[config.mk]
export PLATFORM = sky130hd
export DESIGN_NAME = multi_reader_event_queue
export DESIGN_NICKNAME = d
export VERILOG_FILES = /design/src/hw/rtl/mreq_pkg.sv /design/src/hw/rtl/multi_reader_event_queue.sv /design/src/hw/rtl/mreq_ctrl.sv /design/src/hw/rtl/mreq_datapath.sv
export SDC_FILE = /design/constraint.sdc
export NUM_CORES = 2
export LEC_CHECK = 0
export BUFFER_PORTS_ARGS = -buffer_cell sky130_fd_sc_hd__buf_2
export CAP_MARGIN = 10
export CORE_MARGIN = 2
export CORE_UTILIZATION = 41
export CTS_CLUSTER_DIAMETER = 30
export CTS_CLUSTER_SIZE = 10
export DETAILED_ROUTE_END_ITERATION = 6
export PLACE_DENSITY_LB_ADDON = 0.3
export SYNTH_ARGS = -nofsm -noshare
export SYNTH_HDL_FRONTEND = slang
export SYNTH_SLANG_ARGS = --single-unit
[constraint.sdc]
create_clock -name clk -period 8.4 [get_ports clk]
set_input_delay 0.84 -clock clk [delete_from_list [all_inputs] [get_ports clk]]
set_output_delay 0.84 -clock clk [all_outputs]
set_load 0.01 [all_outputs]
[src/hw/rtl/mreq_pkg.sv]
// Shared types and constants for the multi-reader event queue.
// Used by the controller, the datapath, the top level and the port checker.
// Has no dependencies of its own.
package mreq_pkg;

  localparam int REQ_W    = 3;
  localparam int RID_W    = 3;
  localparam int TYPE_W   = 16;
  localparam int DATA_W   = 32;
  localparam int STATUS_W = 2;
  localparam int EVENT_W  = TYPE_W + DATA_W;

  // Request codes.
  localparam logic [REQ_W-1:0] REQ_PUSH  = 3'd0;
  localparam logic [REQ_W-1:0] REQ_POP   = 3'd1;
  localparam logic [REQ_W-1:0] REQ_OPEN  = 3'd2;
  localparam logic [REQ_W-1:0] REQ_CLOSE = 3'd3;
  localparam logic [REQ_W-1:0] REQ_READ  = 3'd4;

  // Status codes.
  localparam logic [STATUS_W-1:0] ST_OK     = 2'd0;
  localparam logic [STATUS_W-1:0] ST_EMPTY  = 2'd1;
  localparam logic [STATUS_W-1:0] ST_FULL   = 2'd2;
  localparam logic [STATUS_W-1:0] ST_NOSLOT = 2'd3;

  // Commands from the controller to the datapath.
  typedef struct packed {
    logic latch;      // capture the request, clear the scan state
    logic scan_step;  // examine one reader slot for the clean minimum
    logic clean;      // drop head events and rebase the offsets
    logic issue;      // carry out the request, launch the memory read
    logic finish;     // load the result registers
  } cmd_t;

  // Status from the datapath to the controller.
  typedef struct packed {
    logic scan_last;  // the slot under examination is the last one
  } stat_t;

endpackage

[src/hw/rtl/multi_reader_event_queue.sv]
// Top level of the multi-reader event queue: a shared event FIFO with
// independent reader offsets. Depends on mreq_pkg, mreq_ctrl, mreq_datapath.
//
// Usage. A request beat is taken at a rising edge where start is high and
// busy is low; req_type selects push, pop, open, close or read, reader_id
// names the slot for close and read, event_type and event_data carry the
// event to push. Every request yields exactly one result beat: done is high
// for one cycle while status, reader_out, type_out and data_out hold the
// result. The receiver cannot stall, so the result is taken in that cycle.
//
// Timing. Push, pop, open and close pass through the issue state and the
// finish state; busy stays high until done rises and drops with it, so a
// new request is not taken before the previous result is shown.
// A read first scans the reader slots one per cycle to find the smallest
// active offset, then passes through a clean state that drops head events
// and rebases the offsets, the issue state with the event memory read, and
// the finish state.
//
// Reset (rst, synchronous) empties the queue, clears the head pointer and
// marks every reader slot inactive. The event memory is not cleared; only
// entries written by a push are ever returned.
module multi_reader_event_queue #(
  parameter int QUEUE_DEPTH = 64,
  parameter int READERS     = 8
) (
  input  logic                          clk,
  input  logic                          rst,
  input  logic                          start,
  output logic                          busy,
  input  logic [mreq_pkg::REQ_W-1:0]    req_type,
  input  logic [mreq_pkg::RID_W-1:0]    reader_id,
  input  logic [mreq_pkg::TYPE_W-1:0]   event_type,
  input  logic [mreq_pkg::DATA_W-1:0]   event_data,
  output logic                          done,
  output logic [mreq_pkg::STATUS_W-1:0] status,
  output logic [mreq_pkg::RID_W-1:0]    reader_out,
  output logic [mreq_pkg::TYPE_W-1:0]   type_out,
  output logic [mreq_pkg::DATA_W-1:0]   data_out
);
  import mreq_pkg::*;

  cmd_t  cmd;
  stat_t stat;

  // The controller only sequences; all queue state lives in the datapath.
  mreq_ctrl u_ctrl (
    .clk      (clk),
    .rst      (rst),
    .start    (start),
    .req_type (req_type),
    .stat     (stat),
    .cmd      (cmd),
    .busy     (busy)
  );

  // The datapath captures the request beat on cmd.latch, which the
  // controller raises only when the beat is accepted.
  mreq_datapath #(
    .QUEUE_DEPTH (QUEUE_DEPTH),
    .READERS     (READERS)
  ) u_dp (
    .clk        (clk),
    .rst        (rst),
    .cmd        (cmd),
    .stat       (stat),
    .req_type   (req_type),
    .reader_id  (reader_id),
    .event_type (event_type),
    .event_data (event_data),
    .done       (done),
    .status     (status),
    .reader_out (reader_out),
    .type_out   (type_out),
    .data_out   (data_out)
  );

endmodule

[src/hw/rtl/mreq_ctrl.sv]
// Sequencing state machine of the multi-reader event queue.
// Depends on mreq_pkg for the request codes and the command and status structs.
module mreq_ctrl (
  input  logic                     clk,
  input  logic                     rst,
  input  logic                     start,
  input  logic [mreq_pkg::REQ_W-1:0] req_type,
  input  mreq_pkg::stat_t          stat,
  output mreq_pkg::cmd_t           cmd,
  output logic                     busy
);
  import mreq_pkg::*;

  typedef enum logic [2:0] {
    S_IDLE,
    S_SCAN,
    S_CLEAN,
    S_ISSUE,
    S_FINISH
  } state_t;

  state_t state;

  always_ff @(posedge clk) begin
    if (rst) begin
      state <= S_IDLE;
    end else begin
      unique case (state)
        S_IDLE: begin
          if (start) begin
            state <= (req_type == REQ_READ) ? S_SCAN : S_ISSUE;
          end
        end
        S_SCAN: begin
          if (stat.scan_last) begin
            state <= S_CLEAN;
          end
        end
        S_CLEAN:  state <= S_ISSUE;
        S_ISSUE:  state <= S_FINISH;
        S_FINISH: state <= S_IDLE;
        default:  state <= S_IDLE;
      endcase
    end
  end

  always_comb begin
    cmd = '0;
    unique case (state)
      S_IDLE:   cmd.latch     = start;
      S_SCAN:   cmd.scan_step = 1'b1;
      S_CLEAN:  cmd.clean     = 1'b1;
      S_ISSUE:  cmd.issue     = 1'b1;
      S_FINISH: cmd.finish    = 1'b1;
      default:  cmd = '0;
    endcase
  end

  assign busy = (state != S_IDLE);

endmodule

[src/hw/rtl/mreq_datapath.sv]
// Datapath of the multi-reader event queue: event memory, queue pointers,
// reader slots, clean-minimum scan and result registers. Depends on mreq_pkg.
module mreq_datapath #(
  parameter int QUEUE_DEPTH = 64,
  parameter int READERS     = 8
) (
  input  logic                          clk,
  input  logic                          rst,
  input  mreq_pkg::cmd_t                cmd,
  output mreq_pkg::stat_t               stat,
  input  logic [mreq_pkg::REQ_W-1:0]    req_type,
  input  logic [mreq_pkg::RID_W-1:0]    reader_id,
  input  logic [mreq_pkg::TYPE_W-1:0]   event_type,
  input  logic [mreq_pkg::DATA_W-1:0]   event_data,
  output logic                          done,
  output logic [mreq_pkg::STATUS_W-1:0] status,
  output logic [mreq_pkg::RID_W-1:0]    reader_out,
  output logic [mreq_pkg::TYPE_W-1:0]   type_out,
  output logic [mreq_pkg::DATA_W-1:0]   data_out
);
  import mreq_pkg::*;

  localparam int PTR_W = (QUEUE_DEPTH > 1) ? $clog2(QUEUE_DEPTH) : 1;
  localparam int CNT_W = $clog2(QUEUE_DEPTH + 1);
  localparam int SUM_W = CNT_W + 1;
  localparam int IDX_W = (READERS > 1) ? $clog2(READERS) : 1;
  localparam int SEL_W = (IDX_W > RID_W) ? IDX_W : RID_W;
  localparam logic [SUM_W-1:0] DEPTH_S  = SUM_W'(QUEUE_DEPTH);
  localparam logic [CNT_W-1:0] DEPTH_C  = CNT_W'(QUEUE_DEPTH);
  localparam logic [IDX_W-1:0] LAST_IDX = IDX_W'(READERS - 1);

  // Latched request.
  logic [REQ_W-1:0]  req_q;
  logic [RID_W-1:0]  rid_q;
  logic [TYPE_W-1:0] etype_q;
  logic [DATA_W-1:0] edata_q;

  // Queue and reader state.
  logic [PTR_W-1:0] head;
  logic [CNT_W-1:0] count;
  logic [CNT_W-1:0] offset [READERS];
  logic             active [READERS];

  // Clean-minimum scan state.
  logic [IDX_W-1:0] scan_idx;
  logic             any_act;
  logic             zero_seen;
  logic [CNT_W-1:0] low;

  // Pending result.
  logic [STATUS_W-1:0] st_q;
  logic [RID_W-1:0]    rout_q;
  logic                use_mem;

  logic [EVENT_W-1:0] mem [QUEUE_DEPTH];
  logic [EVENT_W-1:0] rd_q;

  logic [SEL_W-1:0]   sel_idx;
  logic [READERS-1:0] hit;
  logic               sel_act;
  logic [CNT_W-1:0]   sel_off;
  logic               free_found;
  logic [IDX_W-1:0]   free_idx;
  logic               full;
  logic               empty;
  logic               read_ok;
  logic               do_clean;
  logic [CNT_W-1:0]   drop_n;
  logic [PTR_W-1:0]   wr_addr;
  logic [PTR_W-1:0]   rd_addr;

  function automatic logic [PTR_W-1:0] wrap_add(input logic [PTR_W-1:0] base,
                                                input logic [CNT_W-1:0] n);
    logic [SUM_W-1:0] s;
    s = SUM_W'(base) + SUM_W'(n);
    if (s >= DEPTH_S) begin
      s = s - DEPTH_S;
    end
    return s[PTR_W-1:0];
  endfunction

  // One slot-select mux on the slot registers, shared by the scan and the request.
  assign sel_idx = cmd.scan_step ? SEL_W'(scan_idx) : SEL_W'(rid_q);

  always_comb begin
    sel_act    = 1'b0;
    sel_off    = '0;
    free_found = 1'b0;
    free_idx   = '0;
    for (int i = 0; i < READERS; i++) begin
      hit[i] = (sel_idx == SEL_W'(i));
      if (hit[i]) begin
        sel_act = active[i];
        sel_off = offset[i];
      end
    end
    for (int i = READERS - 1; i >= 0; i--) begin
      if (!active[i]) begin
        free_found = 1'b1;
        free_idx   = IDX_W'(i);
      end
    end
  end

  assign full     = (count == DEPTH_C);
  assign empty    = (count == '0);
  assign read_ok  = sel_act && (sel_off < count);
  assign do_clean = any_act && !zero_seen;
  assign drop_n   = (low > count) ? count : low;
  assign wr_addr  = wrap_add(head, count);
  assign rd_addr  = (req_q == REQ_POP) ? head : wrap_add(head, sel_off);

  assign stat.scan_last = (scan_idx == LAST_IDX);

  always_ff @(posedge clk) begin
    if (cmd.latch) begin
      req_q   <= req_type;
      rid_q   <= reader_id;
      etype_q <= event_type;
      edata_q <= event_data;
    end
  end

  always_ff @(posedge clk) begin
    if (rst) begin
      scan_idx  <= '0;
      any_act   <= 1'b0;
      zero_seen <= 1'b0;
      low       <= '0;
    end else if (cmd.latch) begin
      scan_idx  <= '0;
      any_act   <= 1'b0;
      zero_seen <= 1'b0;
      low       <= '0;
    end else if (cmd.scan_step) begin
      if (!stat.scan_last) begin
        scan_idx <= scan_idx + IDX_W'(1);
      end
      if (sel_act) begin
        any_act <= 1'b1;
        if (sel_off == '0) begin
          zero_seen <= 1'b1;
        end
        if (!any_act || sel_off < low) begin
          low <= sel_off;
        end
      end
    end
  end

  always_ff @(posedge clk) begin
    if (rst) begin
      head    <= '0;
      count   <= '0;
      st_q    <= ST_OK;
      rout_q  <= '0;
      use_mem <= 1'b0;
      for (int i = 0; i < READERS; i++) begin
        offset[i] <= '0;
        active[i] <= 1'b0;
      end
    end else if (cmd.clean) begin
      if (do_clean) begin
        head  <= wrap_add(head, drop_n);
        count <= count - drop_n;
        for (int i = 0; i < READERS; i++) begin
          if (active[i]) begin
            offset[i] <= offset[i] - low;
          end
        end
      end
    end else if (cmd.issue) begin
      st_q    <= ST_OK;
      rout_q  <= '0;
      use_mem <= 1'b0;
      unique case (req_q)
        REQ_PUSH: begin
          if (full) begin
            st_q <= ST_FULL;
          end else begin
            count <= count + CNT_W'(1);
          end
        end
        REQ_POP: begin
          if (empty) begin
            st_q <= ST_EMPTY;
          end else begin
            use_mem <= 1'b1;
            head    <= wrap_add(head, CNT_W'(1));
            count   <= count - CNT_W'(1);
          end
        end
        REQ_OPEN: begin
          if (free_found) begin
            active[free_idx] <= 1'b1;
            offset[free_idx] <= '0;
            rout_q           <= RID_W'(free_idx);
          end else begin
            st_q <= ST_NOSLOT;
          end
        end
        REQ_CLOSE: begin
          for (int i = 0; i < READERS; i++) begin
            if (hit[i]) begin
              active[i] <= 1'b0;
            end
          end
        end
        REQ_READ: begin
          if (read_ok) begin
            use_mem <= 1'b1;
            for (int i = 0; i < READERS; i++) begin
              if (hit[i]) begin
                offset[i] <= offset[i] + CNT_W'(1);
              end
            end
          end else begin
            st_q <= ST_EMPTY;
          end
        end
        default: begin
          st_q <= ST_OK;
        end
      endcase
    end
  end

  // Event memory: one write port, one registered read port.
  always_ff @(posedge clk) begin
    if (cmd.issue && (req_q == REQ_PUSH) && !full) begin
      mem[wr_addr] <= {etype_q, edata_q};
    end
    if (cmd.issue) begin
      rd_q <= mem[rd_addr];
    end
  end

  always_ff @(posedge clk) begin
    if (rst) begin
      done <= 1'b0;
    end else begin
      done <= cmd.finish;
    end
  end

  always_ff @(posedge clk) begin
    if (cmd.finish) begin
      status     <= st_q;
      reader_out <= rout_q;
      type_out   <= use_mem ? rd_q[EVENT_W-1:DATA_W] : '0;
      data_out   <= use_mem ? rd_q[DATA_W-1:0] : '0;
    end
  end

endmodule

Yosys cells after proc, flatten, opt, wreduce, memory -nomap -nowiden:

Memories as Yosys holds them, arrays and structs flattened. A register that Yosys moved wholly into a read port is not among the register bits.
Index checks and enable logic that the tools add are counted.

* flip-flop bits (word level): 142
* latch bits: 0
* RAM bits: 3136
* ROM bits: 0
* logic and storage cells: 380
* memories: 3

* add/sub/neg operators: 28
* $mul: 0
* div/mod/pow operators: 0
* magnitude comparators: 7
* equality and inequality tests: 24
* shift-type cells: 0
* muxes and demuxes: 245
* bitwise logic cells: 26
* reductions and logical operators: 28

Memory list
* u_dp.mem: words 64, width 48, rd ports 1, clocked after memory_dff 1, write ports 1, RTL line mreq_datapath.sv:55 `logic [EVENT_W-1:0] mem [QUEUE_DEPTH];`
* u_dp.offset: words 8, width 7, rd ports 8, clocked after memory_dff 0, write ports 8, RTL line mreq_datapath.sv:41 `logic [CNT_W-1:0] offset [READERS];`
* u_dp.active: words 8, width 1, rd ports 8, clocked after memory_dff 0, write ports 8, RTL line mreq_datapath.sv:42 `logic active [READERS];`

Operators with widths (count)
* 7-bit 2-to-1 mux: 31
* 1-bit 2-to-1 mux: 182
* 7-bit by 1-bit adder with 7-bit output, second input constant: 9
* 7-bit subtractor: 9
* 6-bit 2-to-1 mux: 10
* 3-bit 2-to-1 mux: 15
* 6-bit by 7-bit adder with 8-bit output: 3
* 3-bit == test, second input constant: 8
* 8-bit by 7-bit greater-or-equal comparator with 1-bit output, second input constant: 3
* 1-bit bitwise OR: 24
* 6-bit by 1-bit subtractor with 6-bit output, second input constant: 4
* 3-bit by 2-bit == test with 1-bit output, second input constant: 6
* 7-bit logical NOT: 2
* 7-bit less-than comparator: 2
* 7-bit case mux with 2 select lines: 1
* 3-bit case mux with 4 select lines: 1
* 3-bit by 1-bit == test with 1-bit output, second input constant: 3
* 3-bit logical NOT: 3
* 2-bit case mux with 4 select lines: 1
* 2-bit AND reduction: 4
* 6-bit by 1-bit adder with 7-bit output, second input constant: 1
* 7-bit == test, second input constant: 1
* 7-bit greater-or-equal comparator, second input constant: 1
* 7-bit > comparator: 1
* other kinds (19): 33

Logic depth before layout (Yosys ltp):

* depth after elaboration: 22
* gate-level depth with buffers: 31

Modules after synthesis:

From an unflattened synthesis, not the netlist that was laid out.

* cells, all modules: 9865
* area, all modules: 136388.3 µm²

Modules (own cells, without submodules)
* mreq_datapath: times used 1, cells each 9842, area an instance 136193.1 µm²
* mreq_ctrl: times used 1, cells each 23, area an instance 195.2 µm²

Least setup slack after synthesis:

Ideal clock, no wire load.

* kind: reg2reg
* start: reg u_ctrl.state[1]
* end: mem u_dp.offset[3][6] in the netlist's numbering
* library setup time: 0.065 ns
* arrival: 5.759 ns
* data required time: 8.335 ns
* setup slack: 2.577 ns
* stages on the path, launching flop included: 32
* cell sequence: dfxtp_1 > buf_2 > or3b_4 > buf_6 > buf_6 > mux2i_4 > buf_2 > mux2i_1 > o21ai_0 > a22oi_1 > a221oi_1 > ha_1 > a21oi_1 > nor2_1 > a211oi_1 > o21ai_0 > a22oi_4 > nand2_1 > buf_2 > o21ai_0 > ha_1 > inv_1 > fa_1 > inv_1 > a21o_1 > a21oi_1 > o21bai_1 > a21o_1 > o21ai_0 > o22ai_1 > mux2_1 > nor2_1

RTL lines
* start: declaration: RTL line mreq_ctrl.sv:22 `state_t state;`
* start signal: assignment: RTL line mreq_ctrl.sv:31 `state <= (req_type == REQ_READ) ? S_SCAN : S_ISSUE;`
* end: declaration: RTL line mreq_datapath.sv:41

==> impl_summary.txt <==
----------------------------------------------------
[Synth]
  Post-synthesis area per instance ... 20.3 µm²
  Mapped cell area ... 0.132 mm²
  Dominant synthesized flop cell ... edfxtp_1
  Count of flip-flops with a built-in enable after synthesis ... 3227
  Number of synthesized register bits ... 3326
  Syn_nets ... 6690
  Count of different cell masters after synthesis ... 89
  Count of yosys warnings during synthesis ... 0
  Number of cells produced by synthesis ... 6525
  Sequential-to-total area share from yosys stat ... 74.6%
  Async set-reset flop share out of synthesis ... 0%

[STA]
  Shortest clock period the worst path allows after layout ... 7.24 ns
  Min Hold Slack ... 0.0555 ns
  Setup Viol. Count Final ... 0
  Max Clock Skew ... 0.0704 ns
  Number of max-slew violations in the final report ... 0
  Peak Freq ... 138 MHz
  Relative slew margins ... 11.2%
  Unrepaired setup endpoints after global routing ... false
  Final worst setup slack ... 1.16 ns
  Tcrit/Tclk final ... 86.2%
  Worst slew pin tran ... 1.33 ns
  Hold Vio Cnt, Final ... 0
  Total Neg Setup Slack ... 0 ns

[Drt]
  Routed length per instance ... 30.2 µm
  Number of iterations in the first detailed-routing pass ... 6
  Number of DRC violations after detailed-routing iteration 0 ... 7961
  Via count ... 69200
  Total Routed Length ... 362000 µm
  Vias per inst ... 5.78
  Residual DRC ... 0
  Remaining antenna violation count after routing ... 0

[Die]
  CORE AREA ... 0.321 mm²
  Die Ht ... 572 µm
  Number of placement rows ... 208
  I/O pin count ... 112
  Total die area ... 0.328 mm²
  Starting utilization of the core area ... 41.2%
  Die width ... 572 µm

[GRT]
  Gr ovfl total ... 0
  Via count of the first global-routing pass ... 70100
  GR Util met3 ... 4.02%
  Wire length of the first global-routing pass ... 513000 µm
  Met2 Use GR ... 35.0%
  Aggregate global-route resource usage ... 21.8%
  Pin count of the biggest net entering global routing ... 137
  Grt met1 use ... 30.7%
  Global-route layer with the greatest usage ... met2
  Number of antenna violations at the first check in global routing ... 13

[Worst setup path]
  Largest fanout on the critical path ... 21
  Endpoint arrival time on the critical path ... 8.16 ns
  Type of destination of the critical path ... register
  Data required, critical path ... 9.32 ns
  Crit start category ... register
  Kind of critical path ... reg2reg

[CTS]
  TritonCTS Sinks ... 3326
  CTS Buf Count ... 591
  CTS tree ... built
  Htree depth ... 6
  Total of cells resized after clock tree synthesis ... 0
  Post-CTS clock slew at the launch and capture registers of the worst setup and hold paths ... 0.05 ns
  Buffer depth of the longest clock path ... 4
  Clock latency on the worst-skew pair ... 1.00 ns
  Master cell of the clock root buffer ... clkbuf_16

[Place]
  Setup slack after placement ... 1.28 ns
  Placed standard-cell area ... 0.140 mm²
  Number of port buffers ... 111
  Placed instance count ... 10800
  Weighted congestion at the end of routability-driven global placement ... 0.883
  Estimated wirelength of the detail-placed design ... 192000 µm

[Outcome]
  Status ... finished clean

[Cells and area]
  Multi-input gate area ... 0.0324 mm²
  Total Nets Final ... 7344
  Layout cell share with drive strength beyond 1 ... 28.4%
  Area of all placed cells without fillers ... 0.160 mm²
  Commonest non-fill, non-tap cells in the layout ... 3227 x edfxtp_1, 768 x mux4_2, 600 x clkbuf_16
  Storage cell area ... 0.0989 mm²
  Final Util ... 49.9%
  Final std cells w/o fill ... 12000
  Most common library cell in the layout ignoring fill and taps ... edfxtp_1
  Area growth syn-to-layout ... 21.1%
  Fill cells ... 25400

[Pwr]
  Max IR drop VDD ... 0.000197 V
  Total Power ... 46.9 mW
  Static power due to leakage ... 53.6 nW
  PwrDens ... 292 mW/mm²

[Job]
  Max Cap Violations ... 0

[Min path]
  Hold Crit Class ... in2reg

----------------------------------------------------
==> area by class of cell <==
| cell class | count | area share [%] |
|---|---|---|
| Antenna cell | 5 | 0.00780 |
| Clock inverter | 405 | 3.11 |
| Sequential cell | 3326 | 61.6 |
| Tap cell | 4305 | 3.36 |
| Timing Repair Buffer | 400 | 2.03 |
| Clock buffer | 674 | 9.54 |
| Multi-Input combinational cell | 2788 | 20.2 |
| Inverter | 72 | 0.170 |
==> power by group <==
part / leakage (nW) / switching (mW) / internal [mW]
registers: 29.8 / 0.0632 / 18.4
clock network: 9.68 / 8.35 / 15.8
logic: 14.1 / 2.44 / 1.83
total: 53.6 / 10.9 / 36.0
==> kinds of logic (layout without fill, tap and decap cells) <==
group / Yosys count / count (layout) / synth area share, %
compound gates: 723 / 723 / 3.54
xor+xnor: 70 / 70 / 0.463
fa+ha+maj: 108 / 108 / 1.09
buf+inv: 411 / 1551 / 1.36
flops: 3326 / 3326 / 74.6
mux: 1149 / 1149 / 16.0
other cells: 0 / 5 / 0
simple gates: 738 / 738 / 2.94
==> cell usage after synthesis, drive strengths merged, types with 11 or more instances <==
master	n	area share [%]
nor3	23	0.11
edfxtp	3227	73
o21ai	60	0.23
nand2	104	0.29
a21oi	287	1.1
a21o	43	0.24
nand2b	27	0.13
mux4	768	13
clkbuf	198	0.57
nand3	43	0.16
and2	56	0.26
and3	19	0.090
inv	70	0.20
a211oi	209	1.2
ha	96	0.91
dfxtp	99	1.5
nor2	195	0.55
mux2i	370	2.8
xor2	24	0.16
xnor2	46	0.30
a221oi	14	0.093
nor3b	12	0.072
fa	12	0.18
o211ai	16	0.091
nor2b	213	1.0
mux2	11	0.096
buf	141	0.59
==> worst max-delay path, cell delays in order, from the launching register on <==
cell      delay (ns)
dfxtp_1         0.59
or3b_4          0.60
mux2i_4         0.62
mux2_2          0.29
a221oi_1        0.07
o31ai_1         0.86
ha_1            0.40
nand4_1         0.13
nor2_1          0.06
a211oi_1        0.30
o21ai_0         0.27
a22oi_4         0.30
nand2_1         0.41
o21ai_0         0.30
ha_1            0.21
inv_1           0.07
fa_1            0.43
inv_1           0.08
a21o_1          0.11
a21oi_1         0.09
o21bai_1        0.14
a21o_1          0.15
o21ai_0         0.08
o22ai_1         0.18
mux2_1          0.35
nor2_1          0.08
==> path summary, 6_finish.rpt <==
path                                                       end  slack (ns)                    startpoint  cells after the start
worst min register to register        u_dp.status[0]$_DFFE_PP_        0.44     u_dp.st_q[0]$_SDFFE_PP0P_                      0
worst min-delay path                u_dp.edata_q[28]$_DFFE_PP_        0.06                event_data[28]                      1
worst max register to register  u_dp.offset[3][6]$_SDFFE_PP0P_        1.16  u_ctrl.state[0]$_SDFFE_PP0P_                     25
worst max-delay path            u_dp.offset[3][6]$_SDFFE_PP0P_        1.16  u_ctrl.state[0]$_SDFFE_PP0P_                     25
==> sequential cells by signal (all words and copies together) (netlist names), 6 cells and up <==
register	flops
u_dp.active	8
u_dp.count	7
u_dp.data_out	32
u_dp.edata_q	32
u_dp.etype_q	16
u_dp.head	6
u_dp.low	7
u_dp.mem	3072
u_dp.offset	56
u_dp.rd_q	48
u_dp.type_out	16
==> layer usage <==
metal	routed length [µm]	share of wire, %
met1	150000	41
met2	174000	48
met4	8960	2.5
met5	0	0
met3	29100	8.1
==> repair_timing <==
action | 4_1_cts | 5_1_grt
setup buffers | 0 | 0
hold buffers | 47 | 0
hold endpoints to repair | 47 | 0
setup endpoints to repair | 0 | 0
Power figures use the tool's default switching activity.
